==> config.mk <==
export PLATFORM = sky130hd
export DESIGN_NAME = bounded_deque_bag_top
export DESIGN_NICKNAME = d
export VERILOG_FILES = /design/src/hw/rtl/bdb_pkg.sv /design/src/hw/rtl/bounded_deque_bag_top.sv /design/src/hw/rtl/bdb_ram.sv /design/src/hw/rtl/bdb_unit.sv
export SDC_FILE = /design/constraint.sdc
export NUM_CORES = 1
export LEC_CHECK = 0
export BUFFER_PORTS_ARGS = -buffer_cell sky130_fd_sc_hd__buf_2
export CORE_MARGIN = 2
export CORE_UTILIZATION = 60
export CTS_CLUSTER_DIAMETER = 200
export DETAILED_ROUTE_END_ITERATION = 10
export PLACE_DENSITY = 0.81
export SLEW_MARGIN = 20
export SYNTH_ARGS = -nofsm -noshare
export SYNTH_HDL_FRONTEND = slang
export SYNTH_HIERARCHICAL = 1
export SYNTH_SLANG_ARGS = --single-unit
==> constraint.sdc <==
create_clock -name clk -period 26.7 [get_ports clk]
set_clock_uncertainty 0.15 [all_clocks]
set_input_delay 5.34 -clock clk [delete_from_list [all_inputs] [get_ports clk]]
set_output_delay 5.34 -clock clk [all_outputs]
set_load 0.1 [all_outputs]
==> src/hw/rtl/bdb_pkg.sv <==
// Shared request codes, status codes and port widths for the deque/bag block.
package bdb_pkg;

  localparam int FUNC_W   = 3;
  localparam int STAT_W   = 2;
  localparam int PORT_W   = 32;
  localparam int OCOUNT_W = 5;

  // Request codes carried on func
  typedef enum logic [FUNC_W-1:0] {
    FN_PUSH_FRONT = 3'd0,
    FN_PUSH_BACK  = 3'd1,
    FN_POP_FRONT  = 3'd2,
    FN_POP_BACK   = 3'd3,
    FN_CONTAINS   = 3'd4,
    FN_REMOVE     = 3'd5
  } func_t;

  // Result status codes
  typedef enum logic [STAT_W-1:0] {
    ST_OK        = 2'd0,
    ST_POP_EMPTY = 2'd1,
    ST_PUSH_FULL = 2'd2,
    ST_NOT_FOUND = 2'd3
  } status_t;

endpackage

==> src/hw/rtl/bounded_deque_bag_top.sv <==
// Top level: bounded deque/bag sequencer around a circular entry RAM.
// Sequence: push, pop, unused codes and empty searches pass through S_FRONT_RD, S_BACK_RD
//   and S_DONE; contains/remove first scan entries in S_SCAN_RD/S_SCAN_CMP, and remove
//   then shifts each later entry in S_SHIFT_RD/S_SHIFT_WR before those states.
// Throughput: one item at a time, set by the single RAM port and the shared
//   slot/compare unit; a held result stalls.
// Reset: synchronous active-low; queue empty, head at 0; entry RAM is not cleared.
module bounded_deque_bag_top
  import bdb_pkg::*;
#(
  parameter int DEPTH      = 16,
  parameter int VALUE_BITS = 32
) (
  input  logic                       clk,
  input  logic                       rst_n,
  input  logic                       in_valid,
  output logic                       in_ready,
  input  logic [FUNC_W-1:0]          in_func,
  input  logic signed [PORT_W-1:0]   in_value,
  output logic                       out_valid,
  input  logic                       out_ready,
  output logic [STAT_W-1:0]          out_status,
  output logic                       out_found,
  output logic signed [PORT_W-1:0]   out_front_value,
  output logic signed [PORT_W-1:0]   out_back_value,
  output logic [OCOUNT_W-1:0]        out_entry_count,
  output logic                       out_is_empty
);

  localparam int IDX_W = $clog2(DEPTH);
  localparam int CNT_W = $clog2(DEPTH+1);

  typedef enum logic [2:0] {
    S_IDLE, S_SCAN_RD, S_SCAN_CMP, S_SHIFT_RD, S_SHIFT_WR,
    S_FRONT_RD, S_BACK_RD, S_DONE
  } state_t;

  state_t                  state_r;
  logic [IDX_W-1:0]        head_r;
  logic [CNT_W-1:0]        count_r;
  logic [CNT_W-1:0]        pos_r;
  func_t                   func_r;
  logic [VALUE_BITS-1:0]   key_r;
  status_t                 status_r;
  logic                    found_r;
  logic [VALUE_BITS-1:0]   front_r;

  logic                    out_valid_r;
  logic [STAT_W-1:0]       out_status_r;
  logic                    out_found_r;
  logic [PORT_W-1:0]       out_front_r;
  logic [PORT_W-1:0]       out_back_r;
  logic [OCOUNT_W-1:0]     out_count_r;
  logic                    out_empty_r;

  logic [CNT_W-1:0]        pos_sel;
  logic [IDX_W-1:0]        slot;
  logic                    match;
  logic                    ram_we;
  logic                    ram_re;
  logic [VALUE_BITS-1:0]   ram_wdata;
  logic [VALUE_BITS-1:0]   ram_rdata;
  logic [VALUE_BITS-1:0]   key_in;
  logic [63:0]             key_wide;
  logic [63:0]             front_wide;
  logic [63:0]             back_wide;
  logic [31:0]             count_wide;
  logic                    in_xfer;
  logic                    out_free;
  logic                    is_full;
  logic                    is_zero;
  logic [CNT_W:0]          pos_p1;
  logic [CNT_W:0]          pos_p2;

  assign in_ready = (state_r == S_IDLE);
  assign in_xfer  = in_valid && in_ready;
  assign out_free = !out_valid_r || out_ready;
  assign is_full  = (count_r == CNT_W'(DEPTH));
  assign is_zero  = (count_r == '0);
  assign pos_p1   = (CNT_W+1)'(pos_r) + (CNT_W+1)'(1);
  assign pos_p2   = (CNT_W+1)'(pos_r) + (CNT_W+1)'(2);

  // value kept as its low VALUE_BITS bits, zero-extended from the port
  assign key_wide = {32'd0, in_value};
  assign key_in   = key_wide[VALUE_BITS-1:0];

  // queue position fed to the shared slot unit
  always_comb begin
    case (state_r)
      S_IDLE: begin
        case (in_func)
          FN_PUSH_FRONT: pos_sel = CNT_W'(DEPTH-1);
          FN_POP_FRONT:  pos_sel = CNT_W'(1);
          default:       pos_sel = count_r;
        endcase
      end
      S_SCAN_RD:  pos_sel = pos_r;
      S_SHIFT_RD: pos_sel = pos_p1[CNT_W-1:0];
      S_SHIFT_WR: pos_sel = pos_r;
      S_FRONT_RD: pos_sel = '0;
      S_BACK_RD:  pos_sel = count_r - CNT_W'(1);
      default:    pos_sel = pos_r;
    endcase
  end

  // RAM port control
  always_comb begin
    ram_we    = 1'b0;
    ram_re    = 1'b0;
    ram_wdata = ram_rdata;
    case (state_r)
      S_IDLE: begin
        ram_wdata = key_in;
        ram_we    = in_xfer && !is_full &&
                    (in_func == FN_PUSH_FRONT || in_func == FN_PUSH_BACK);
      end
      S_SCAN_RD, S_SHIFT_RD, S_FRONT_RD, S_BACK_RD: ram_re = 1'b1;
      S_SHIFT_WR: ram_we = 1'b1;
      default: ram_we = 1'b0;
    endcase
  end

  bdb_unit #(.DEPTH(DEPTH), .VALUE_BITS(VALUE_BITS)) u_unit (
    .head  (head_r),
    .pos   (pos_sel),
    .key   (key_r),
    .data  (ram_rdata),
    .slot  (slot),
    .match (match)
  );

  bdb_ram #(.WIDTH(VALUE_BITS), .DEPTH(DEPTH)) u_store (
    .clk   (clk),
    .we    (ram_we),
    .waddr (slot),
    .wdata (ram_wdata),
    .re    (ram_re),
    .raddr (slot),
    .rdata (ram_rdata)
  );

  // result formatting
  assign front_wide = 64'(front_r);
  assign back_wide  = 64'(ram_rdata);
  assign count_wide = 32'(count_r);

  // sequencer, queue state and output register
  always_ff @(posedge clk) begin
    if (!rst_n) begin
      state_r     <= S_IDLE;
      head_r      <= '0;
      count_r     <= '0;
      out_valid_r <= 1'b0;
    end else begin
      // result leaves; S_DONE loads the next one itself
      if (out_valid_r && out_ready && state_r != S_DONE) begin
        out_valid_r <= 1'b0;
      end
      case (state_r)
        S_IDLE: begin
          if (in_xfer) begin
            func_r   <= func_t'(in_func);
            key_r    <= key_in;
            found_r  <= 1'b0;
            pos_r    <= '0;
            case (in_func)
              FN_PUSH_FRONT: begin
                state_r <= S_FRONT_RD;
                if (is_full) begin
                  status_r <= ST_PUSH_FULL;
                end else begin
                  status_r <= ST_OK;
                  head_r   <= slot;
                  count_r  <= count_r + CNT_W'(1);
                end
              end
              FN_PUSH_BACK: begin
                state_r <= S_FRONT_RD;
                if (is_full) begin
                  status_r <= ST_PUSH_FULL;
                end else begin
                  status_r <= ST_OK;
                  count_r  <= count_r + CNT_W'(1);
                end
              end
              FN_POP_FRONT: begin
                state_r <= S_FRONT_RD;
                if (is_zero) begin
                  status_r <= ST_POP_EMPTY;
                end else begin
                  status_r <= ST_OK;
                  head_r   <= slot;
                  count_r  <= count_r - CNT_W'(1);
                end
              end
              FN_POP_BACK: begin
                state_r <= S_FRONT_RD;
                if (is_zero) begin
                  status_r <= ST_POP_EMPTY;
                end else begin
                  status_r <= ST_OK;
                  count_r  <= count_r - CNT_W'(1);
                end
              end
              FN_CONTAINS: begin
                status_r <= ST_OK;
                if (is_zero) begin
                  state_r <= S_FRONT_RD;
                end else begin
                  state_r <= S_SCAN_RD;
                end
              end
              FN_REMOVE: begin
                if (is_zero) begin
                  status_r <= ST_NOT_FOUND;
                  state_r  <= S_FRONT_RD;
                end else begin
                  status_r <= ST_OK;
                  state_r  <= S_SCAN_RD;
                end
              end
              default: begin
                status_r <= ST_OK;
                state_r  <= S_FRONT_RD;
              end
            endcase
          end
        end
        S_SCAN_RD: state_r <= S_SCAN_CMP;
        S_SCAN_CMP: begin
          if (match) begin
            found_r <= 1'b1;
            if (func_r == FN_REMOVE) begin
              if (pos_p1 < (CNT_W+1)'(count_r)) begin
                state_r <= S_SHIFT_RD;
              end else begin
                count_r <= count_r - CNT_W'(1);
                state_r <= S_FRONT_RD;
              end
            end else begin
              state_r <= S_FRONT_RD;
            end
          end else if (pos_p1 == (CNT_W+1)'(count_r)) begin
            // scanned every live entry without a hit
            if (func_r == FN_REMOVE) begin
              status_r <= ST_NOT_FOUND;
            end
            state_r <= S_FRONT_RD;
          end else begin
            pos_r   <= pos_p1[CNT_W-1:0];
            state_r <= S_SCAN_RD;
          end
        end
        S_SHIFT_RD: state_r <= S_SHIFT_WR;
        S_SHIFT_WR: begin
          pos_r <= pos_p1[CNT_W-1:0];
          if (pos_p2 < (CNT_W+1)'(count_r)) begin
            state_r <= S_SHIFT_RD;
          end else begin
            count_r <= count_r - CNT_W'(1);
            state_r <= S_FRONT_RD;
          end
        end
        S_FRONT_RD: state_r <= S_BACK_RD;
        S_BACK_RD: begin
          front_r <= ram_rdata;
          state_r <= S_DONE;
        end
        S_DONE: begin
          // back entry sits in the RAM read register until the result moves out
          if (out_free) begin
            out_valid_r  <= 1'b1;
            out_status_r <= status_r;
            out_found_r  <= found_r;
            out_front_r  <= is_zero ? '0 : front_wide[PORT_W-1:0];
            out_back_r   <= is_zero ? '0 : back_wide[PORT_W-1:0];
            out_count_r  <= count_wide[OCOUNT_W-1:0];
            out_empty_r  <= is_zero;
            state_r      <= S_IDLE;
          end
        end
        default: state_r <= S_IDLE;
      endcase
    end
  end

  assign out_valid       = out_valid_r;
  assign out_status      = out_status_r;
  assign out_found       = out_found_r;
  assign out_front_value = out_front_r;
  assign out_back_value  = out_back_r;
  assign out_entry_count = out_count_r;
  assign out_is_empty    = out_empty_r;

  // occupancy never passes the bound
  a_count_bound: assert property (@(posedge clk) disable iff (!rst_n)
    count_r <= CNT_W'(DEPTH))
    else $error("entry count above depth");

  // a push on a full queue leaves the count alone
  a_full_push: assert property (@(posedge clk) disable iff (!rst_n)
    (in_xfer && is_full && (in_func == FN_PUSH_FRONT || in_func == FN_PUSH_BACK))
      |=> $stable(count_r))
    else $error("push on full changed count");

  // the search phase never writes the store
  a_scan_no_write: assert property (@(posedge clk) disable iff (!rst_n)
    (state_r == S_SCAN_RD || state_r == S_SCAN_CMP) |-> !ram_we)
    else $error("store write during scan");

  // an empty result reports zero front and back values
  a_empty_zero: assert property (@(posedge clk) disable iff (!rst_n)
    (out_valid_r && out_empty_r) |-> (out_front_r == '0 && out_back_r == '0))
    else $error("empty result with nonzero values");

endmodule

==> src/hw/rtl/bdb_ram.sv <==
// Generic single-write, single-read RAM with registered read data.
module bdb_ram #(
  parameter int WIDTH = 32,
  parameter int DEPTH = 16
) (
  input  logic                     clk,
  input  logic                     we,
  input  logic [$clog2(DEPTH)-1:0] waddr,
  input  logic [WIDTH-1:0]         wdata,
  input  logic                     re,
  input  logic [$clog2(DEPTH)-1:0] raddr,
  output logic [WIDTH-1:0]         rdata
);

  logic [WIDTH-1:0] mem [DEPTH];

  // write port
  always_ff @(posedge clk) begin
    if (we) begin
      mem[waddr] <= wdata;
    end
  end

  // registered read port
  always_ff @(posedge clk) begin
    if (re) begin
      rdata <= mem[raddr];
    end
  end

endmodule

==> src/hw/rtl/bdb_unit.sv <==
// Shared slot/compare unit: circular slot of a queue position and key match.
module bdb_unit #(
  parameter int DEPTH      = 16,
  parameter int VALUE_BITS = 32
) (
  input  logic [$clog2(DEPTH)-1:0]   head,
  input  logic [$clog2(DEPTH+1)-1:0] pos,
  input  logic [VALUE_BITS-1:0]      key,
  input  logic [VALUE_BITS-1:0]      data,
  output logic [$clog2(DEPTH)-1:0]   slot,
  output logic                       match
);

  localparam int IDX_W = $clog2(DEPTH);
  localparam int CNT_W = $clog2(DEPTH+1);
  localparam int SUM_W = CNT_W + 1;

  logic [SUM_W-1:0] sum;

  // head + pos wraps at most once while pos is at most DEPTH, so one compare and subtract
  always_comb begin
    sum = SUM_W'(head) + SUM_W'(pos);
    if (sum >= SUM_W'(DEPTH)) begin
      slot = IDX_W'(sum - SUM_W'(DEPTH));
    end else begin
      slot = IDX_W'(sum);
    end
  end

  assign match = (data == key);

endmodule
Word-level counts from Yosys, hierarchy flattened
Memories as Yosys holds them, arrays and structs flattened. A register that Yosys moved wholly into a read port is not among the register bits.
Index checks and enable logic that the tools add are counted.
{ "word_totals": {"register_bits": 161, "ramBits": 512, "in_bits": 39, "out_inout_bits": 75, "elab_cells": 134, "memories": 1} }
{ "memory_table": {"columns": ["name", "words", "word_bits", "rd", "rd_ports_with_merged_regs", "write_ports", "line_no", "source"], "rows": [
  ["u_store.mem", 16, 32, 1, 1, 1, "bdb_ram.sv:15", "logic [WIDTH-1:0] mem [DEPTH];"]
]} }
{ "classes": {"add_sub_neg": 6, "magnitude_cmp": 3, "eq_ne": 31, "muxes": 49, "n_reduce_logical": 28} }
{ "ops": {"columns": ["cell", "n"], "rows": [
  ["$mux 5", 10],
  ["$eq 32x32->1", 1],
  ["$mux 32", 1],
  ["$pmux 5 s3", 2],
  ["$mux 3", 9],
  ["$pmux 3 s8", 1],
  ["$eq 3x3->1 const B", 7],
  ["$ne 2x2->1 const B", 10],
  ["$pmux 5 s2", 2],
  ["$pmux 5 s4", 1],
  ["$eq 3x2->1 const B", 4],
  ["$lt 6x5->1", 2],
  ["$mux 2", 6],
  ["$mux 4", 3],
  ["$ne 3x3->1 const B", 4],
  ["$reduce_and 5->1", 2],
  ["$mux 1", 9],
  ["$reduce_and 9->1", 1],
  ["$pmux 4 s2", 1],
  ["$add 4x5->6", 1],
  ["$add 5x1->6 const B", 1],
  ["$add 5x2->6 const B", 1],
  ["$eq 3x1->1 const B", 2],
  ["$eq 6x5->1", 1],
  ["22 further kinds", 35]
]} }

Longest topological paths before layout
Gate-level depths: netlist of the first run.
{ "depth": {"depth_word": 8, "depth_mapped": 16, "mapped_depth_nobuf": 12} }

Cells and area by module
The synthesis of the first run kept the hierarchy.
{ "modules_own_cells": {"columns": ["mod", "n_inst", "cells_each", "area_per_inst_um2", "seq_area_each_um2"], "rows": [
  ["bdb_ram", 1, 838, 20155.6, 16335.7],
  ["bounded_deque_bag_top", 1, 556, 6964.2, 4704.5],
  ["bdb_unit", 1, 52, 442.9, 0.0]
]} }

Worst setup path before layout of the first run
OpenSTA, ideal clock, no wires.
{ "synth_path": {"kind": "input to register", "start": "input rst_n", "end": "register out_back_r[0], in the netlist out_back_value[0], enable pin", "setup_time_ps": 683, "arrival_time_ps": 12700, "t_required_ps": 25867, "slack_ps": 13167, "stages": 3, "n_path_buf": 1, "path_cell_list": "clkbuf_1 > inv_1 > nor4_1"} }
{ "synth_via": {"elab_chain_len": 1} }
{ "synth_rtl": {"columns": ["element", "line_no", "source"], "rows": [
  ["start: declaration", "bounded_deque_bag_top.sv:15", "input logic rst_n,"],
  ["$reduce_and 3->1 (no source line)", null, null],
  ["end signal: assignment", "bounded_deque_bag_top.sv:276", "out_back_r <= is_zero ? '0 : back_wide[PORT_W-1:0];"],
  ["end: declaration", "bounded_deque_bag_top.sv:52", "logic [PORT_W-1:0] out_back_r;"]
]} }
No other way between the ends.
A chain may end at the register's enable or synchronous reset.

Worst setup path after layout of the first run
{ "layout_path": {"start": "input in_func[2]", "end": "register u_store.rdata[18] (read register of u_store.mem) (data pin)"} }
{ "layout_via": {"elab_chain_len": 6, "elab_cells_between_ends": 8, "classes_between": "add/sub: 2; order compare: 1; eq/ne: 1; mux: 3; reduce/logical: 1"} }
{ "layout_rtl": {"columns": ["element", "line_no", "source"], "rows": [
  ["start: declaration", "bounded_deque_bag_top.sv:18", "input logic [FUNC_W-1:0] in_func,"],
  ["$eq 3x2->1 / $logic_not 3->1 (equally long branches)", "bounded_deque_bag_top.sv:91", "case (in_func)"],
  ["$pmux 5 s2 *", "bounded_deque_bag_top.sv:91", null],
  ["$pmux 5 s4 *", "bounded_deque_bag_top.sv:89", "case (state_r)"],
  ["named net pos_sel[1]", "bounded_deque_bag_top.sv:56", "logic [CNT_W-1:0] pos_sel;"],
  ["$add 4x5->6 *", "bdb_unit.sv:22", "sum = SUM_W'(head) + SUM_W'(pos);"],
  ["$ge 6x5->1 / $sub 4x1->4 (equally long branches)", "bdb_unit.sv:23, bdb_unit.sv:24", null],
  ["$mux 4 *", "bdb_unit.sv:23", "if (sum >= SUM_W'(DEPTH)) begin"],
  ["named net slot[1]", "bounded_deque_bag_top.sv:57", "logic [IDX_W-1:0] slot;"],
  ["end: declaration", "bdb_ram.sv:12", "output logic [WIDTH-1:0] rdata"]
]} }
The timed path passes the listed nets; every way through them passes the cells marked *.

==> results of run 1 <==
## path summary, 6_finish.rpt
kind	start	endpoint	slack, ps	depth (start not counted)
setup / recovery	in_func[2]	u_store/rdata[18]$_DFFE_PP_	17040	11
hold / removal	status_r[0]$_SDFFCE_PP1P_	out_status[0]$_DFFE_PP_	280	0
setup reg to reg	state_r[1]$_SDFFE_PN0P_	u_store/mem[13][23]$_DFFE_PP_	20530	11
hold reg to reg	status_r[0]$_SDFFCE_PP1P_	out_status[0]$_DFFE_PP_	280	0
## worst register-to-register path, stage by stage (launching register included)
cell	delay, ps
dfxtp_1	900
or3_1	280
buf_4	520
o21ai_0	240
a2111oi_0	640
o211ai_1	180
o21a_1	180
xor2_1	180
xnor2_1	670
nand3_1	540
nor2_4	940
buf_4	420
## placed cells by master (no fill, tap or decap), types with 10 or more instances in the layout
| master | n |
|---|---|
| a21oi_1 | 13 |
| a22oi_1 | 64 |
| buf_2 | 113 |
| buf_4 | 28 |
| clkbuf_1 | 13 |
| clkbuf_16 | 67 |
| clkinv_1 | 14 |
| clkinv_2 | 13 |
| dfxtp_1 | 13 |
| edfxtp_1 | 692 |
| ha_1 | 16 |
| inv_1 | 10 |
| mux2i_1 | 11 |
| mux4_2 | 128 |
| nand2_1 | 160 |
| nand3_1 | 11 |
| nor2_1 | 15 |
| nor2_4 | 15 |
| nor2b_1 | 68 |
| nor4_1 | 11 |
| xor2_1 | 41 |
## cell type report
class,count,area [sq um],share of cell area
Sequential cell,705,21000,0.675
Clock inverter,41,337,0.0108
Tap cell,600,751,0.0241
Inverter,15,58.8,0.00189
Clock buffer,80,1730,0.0554
Timing Repair Buffer,149,981,0.0315
Multi-Input combinational cell,647,6260,0.201
## stage by stage
stage / worst slack (ps) / power [mW] / std cells
2_1_floorplan: 13170 / 2.70 / 1438
3_3_place_gp: 16680 / 3.07 / 2108
3_5_place_dp: 16530 / 3.14 / 2116
4_1_cts: 17170 / 4.06 / 2237
5_1_grt: 16910 / 4.22 / 2237
6_report: 17040 / 4.06 / 2237
## layer usage
metal,wire [um],vias to the layer above,GRT usage,part of all wire
li1,-,6008,-,-
met1,23500,7457,0.377,0.36
met2,31700,1088,0.454,0.49
met3,6680,186,0.0511,0.10
met4,2780,2,0.125,0.043
met5,13,-,0,0.00020
## power by group through the flow
stage	clock (mW)	combinational [mW]	sequential, mW
after global placement	0	1.37	1.70
after CTS	0.904	1.47	1.69
final	0.894	1.48	1.69
after global routing	0.946	1.58	1.70
after detailed placement	0	1.43	1.70
after floorplan	0	1.04	1.66
## sequential cells by signal, indices dropped and copies added (netlist names), 2 cells and up
| name | count |
|---|---|
| u_store/rdata | 32 |
| key_r | 32 |
| front_r | 32 |
| func_r | 3 |
| state_r | 3 |
| u_store/mem | 512 |
| out_entry_count | 5 |
| out_status | 2 |
| out_front_value | 32 |
| count_r | 5 |
| out_back_value | 32 |
| status_r | 2 |
| pos_r | 5 |
| head_r | 4 |
==> results.json, run 1 <==
{
  "cts_max_level": 3,
  "clkLatencyLatePin_ps": 610,
  "clock_path_buffers": 3,
  "syn_to_final_growth_pct": 13.2,
  "hold_viol_final": 0,
  "synth_area_sq_um": 27500,
  "synth_fp_nets": 1495,
  "antenna_found_initial": 3,
  "num_antenna_cells": 0,
  "first_global_vias": 14700,
  "worst-path-buf-inv": 3,
  "power.leakage_nw": 10.3,
  "grt_max_degree": 73,
  "outcome": "complete, no violations",
  "tightest_slew_ps": 1120,
  "endpoint_kind": "register",
  "wire_per_inst_um": 28.9,
  "seqPwrFrac": 0.416,
  "drive_gt1_frac": 0.250,
  "setup_tns_ps": 0,
  "slew_violations": 0,
  "firstDrtPassIters": 6,
  "yosys_warnings": 6,
  "overflow": 0,
  "fin_util": 0.688,
  "swShare": 0.354,
  "grt_pass1_wl_um": 96000,
  "period_minus_slack_ps": 9660,
  "criticalPathCategory": "input port to register",
  "synth_cells": 1438,
  "path_cells": "buf_2 > nor2_1 > a21oi_1 > o21ai_1 > o211ai_1 > fa_4 > buf_4 > buf_4 > mux4_2 > a22oi_1 > nand2_1",
  "clkSinkCount": 705,
  "gp_congestion": 0.882,
  "die_area_sq_um": 47600,
  "peakVddDrop_mv": 0.225,
  "powerDensity_nw_per_um2": 130,
  "hpwlAfterDp_um": 37300,
  "start_util": 0.608,
  "num_vias": 14700,
  "critical_path.most_common_cell": "buf_4",
  "slew_headroom": 0.256,
  "numPortBuffers": 113,
  "path_clk_slew_ps": 60,
  "die_h_um": 218,
  "hold_path.class": "register to register",
  "fp.dieW_um": 218,
  "nFillCells": 2657,
  "rsz0062_at_grt": "false",
  "crit_fanout": 72,
  "worstPathArrival_ps": 9850,
  "setup_viol": 0,
  "routed_via_density": 6.59,
  "fin_area_sq_um": 31100,
  "cp-start-kind": "input port",
  "max_clock_freq_ghz": 0.103,
  "p_int_mw": 2.62,
  "numCtsBuffers": 67,
  "root_buffer": "clkbuf_16",
  "crit_slowest_cell": "fa_4",
  "min_period_over_period": 0.362,
  "fin_nets": 1642,
  "syn_area_per_cell_sq_um": 19.1,
  "hold_buffers": 0,
  "cp.required_ps": 26880,
  "ctsResizeCount": 0,
  "route.detailed.drc": 0,
  "p_sw_mw": 1.44,
  "max_stage_delay_ps": 960,
  "critical-path-top-delay-family": "buffers and inverters",
  "placementRows": 78,
  "post_cts_buffers": 0,
  "clkPwrFrac": 0.220,
  "drt_iter0_drc": 1898,
  "grt_use_total": 0.280,
  "ant_nets": 0,
  "routed_wl_um": 64700,
  "cts_tree": "built",
  "boundaryPins": 114,
  "fin_hold_ws_ps": 279,
  "pwr-share-comb": 0.364,
  "drv_cap": 0,
  "placed_area_sq_um": 29100,
  "core_sq_um": 45300
}
Power figures use the tool's default switching activity.
==> run 2, diff against run 1 <==
--- a/config.mk
+++ b/config.mk
@@ -5,6 +5,7 @@
 export SDC_FILE = /design/constraint.sdc
 export NUM_CORES = 1
 export LEC_CHECK = 0
+export ABC_AREA = 1
 export BUFFER_PORTS_ARGS = -buffer_cell sky130_fd_sc_hd__buf_2
 export CORE_MARGIN = 2
 export CORE_UTILIZATION = 60
==> constraint.sdc (replaced) <==
create_clock -name clk -period 9.4 [get_ports clk]
set_clock_uncertainty 0.15 [all_clocks]
set_input_delay 1.88 -clock clk [delete_from_list [all_inputs] [get_ports clk]]
set_output_delay 1.88 -clock clk [all_outputs]
set_load 0.1 [all_outputs]
==> results.json, run 2 <==
{
  "ctsResizeCount": 0,
  "cts_max_level": 3,
  "routed_wl_um": 75700,
  "start_util": 0.603,
  "drive_gt1_frac": 0.0911,
  "tightest_slew_ps": 1130,
  "hold_path.class": "register to register",
  "crit_fanout": 71,
  "min_period_over_period": 0.627,
  "fin_hold_ws_ps": 266,
  "routed_via_density": 5.67,
  "largest_register_ffs": 512,
  "nFillCells": 3465,
  "endpoint_kind": "register",
  "die_area_sq_um": 53200,
  "root_buffer": "clkbuf_16",
  "grt_pass1_wl_um": 115000,
  "firstDrtPassIters": 8,
  "first_global_vias": 21100,
  "mostFrequentLayoutCell": "nand2_1",
  "grt_use_total": 0.284,
  "criticalPathCategory": "input port to register",
  "setup_slack_ps": 3500,
  "powerDensity_nw_per_um2": 377,
  "route.detailed.drc": 0,
  "numPortBuffers": 113,
  "num_antenna_cells": 0,
  "clkSinkCount": 705,
  "rsz0062_at_grt": "false",
  "slew_headroom": 0.247,
  "synth_cells": 2953,
  "dp_slack_ps": 2930,
  "max_clock_freq_ghz": 0.170,
  "syn_to_final_growth_pct": 11.0,
  "yosys_warnings": 6,
  "grt_max_degree": 154,
  "synth_fp_nets": 3010,
  "cp.required_ps": 9530,
  "clkLatencyLatePin_ps": 620,
  "post_cts_buffers": 0,
  "worstPathArrival_ps": 6020,
  "wire_per_inst_um": 20.0,
  "multi_input_area_sq_um": 7110,
  "setup_tns_ps": 0,
  "drv_cap": 0,
  "numCtsBuffers": 69,
  "overflow": 0,
  "cts_tree": "built",
  "peakVddDrop_mv": 0.282,
  "layout_common_cells": "nand2_1 (972), edfxtp_1 (692), inv_1 (540)",
  "hpwlAfterDp_um": 45300,
  "cp-start-kind": "input port",
  "synth_area_sq_um": 30800,
  "regArea_sq_um": 21000,
  "power.leakage_nw": 15.0,
  "slew_violations": 0,
  "path_clk_slew_ps": 60,
  "top_register": "u_store/mem",
  "core_sq_um": 51100,
  "boundaryPins": 114,
  "syn_area_per_cell_sq_um": 10.4,
  "fin_nets": 3102,
  "num_vias": 21400,
  "hold_viol_final": 0,
  "clock_path_buffers": 3,
  "fp.dieW_um": 231,
  "drt_iter0_drc": 2718,
  "die_h_um": 231,
  "hold_buffers": 0,
  "period_minus_slack_ps": 5900,
  "ant_nets": 0,
  "gp_congestion": 0.911,
  "setup_viol": 0,
  "antenna_found_initial": 0,
  "placementRows": 83,
  "outcome": "complete, no violations"
}
## run 2: power breakdown
group          internal, mW  switching [mW]
Combinational          1.39            4.14
Sequential             4.51           0.291
Clock                  1.43            1.14
## run 2: area by class of cell
| type | instances | area share |
|---|---|---|
| well taps | 680 | 0.0249 |
| flip-flops and latches | 705 | 0.615 |
| repair buffers | 145 | 0.0315 |
| multi-input cells | 1573 | 0.208 |
| inverters | 551 | 0.0609 |
| clock inverters | 31 | 0.00548 |
| clock buffers | 92 | 0.0548 |
## run 2: final timing paths
check	from	endpoint	slack, ps	depth (start not counted)
worst max-delay path	in_func[2]	u_store/mem[10][14]$_DFFE_PP_	3500	11
worst max register to register	state_r[2]$_SDFFE_PN0P_	u_store/rdata[10]$_DFFE_PP_	4080	14
worst min-delay path	status_r[1]$_SDFFCE_PP1P_	out_status[1]$_DFFE_PP_	270	0
worst min register to register	status_r[1]$_SDFFCE_PP1P_	out_status[1]$_DFFE_PP_	270	0
## run 2: per-stage QoR
step / power (mW) / instances / utilization / instance area, sq um
after CTS: 12.8 / 3773 / 0.668 / 34100
after global placement: 9.90 / 3638 / 0.622 / 31800
after floorplan: 8.69 / 2953 / - / 30800
after detailed placement: 10.2 / 3650 / 0.628 / 32100
final: 12.9 / 3777 / 0.670 / 34200
after global routing: 13.5 / 3777 / 0.670 / 34200
## run 2: worst max-delay path: stages
cell	delay (ps)
buf_2	140
nor2_1	270
nand2_1	100
nand2_1	120
a21oi_1	50
a21oi_1	120
o221ai_1	200
fa_4	1480
nand2_1	470
nor2_4	680
buf_4	430
## run 2: per-layer routing
| metal | up-vias | track usage | part of all wire |
|---|---|---|---|
| met2 | 1414 | 0.474 | 0.49 |
| met5 | - | 0 | 0 |
| li1 | 9661 | - | - |
| met3 | 257 | 0.0519 | 0.10 |
| met1 | 10100 | 0.356 | 0.36 |
| met4 | 0 | 0.147 | 0.046 |
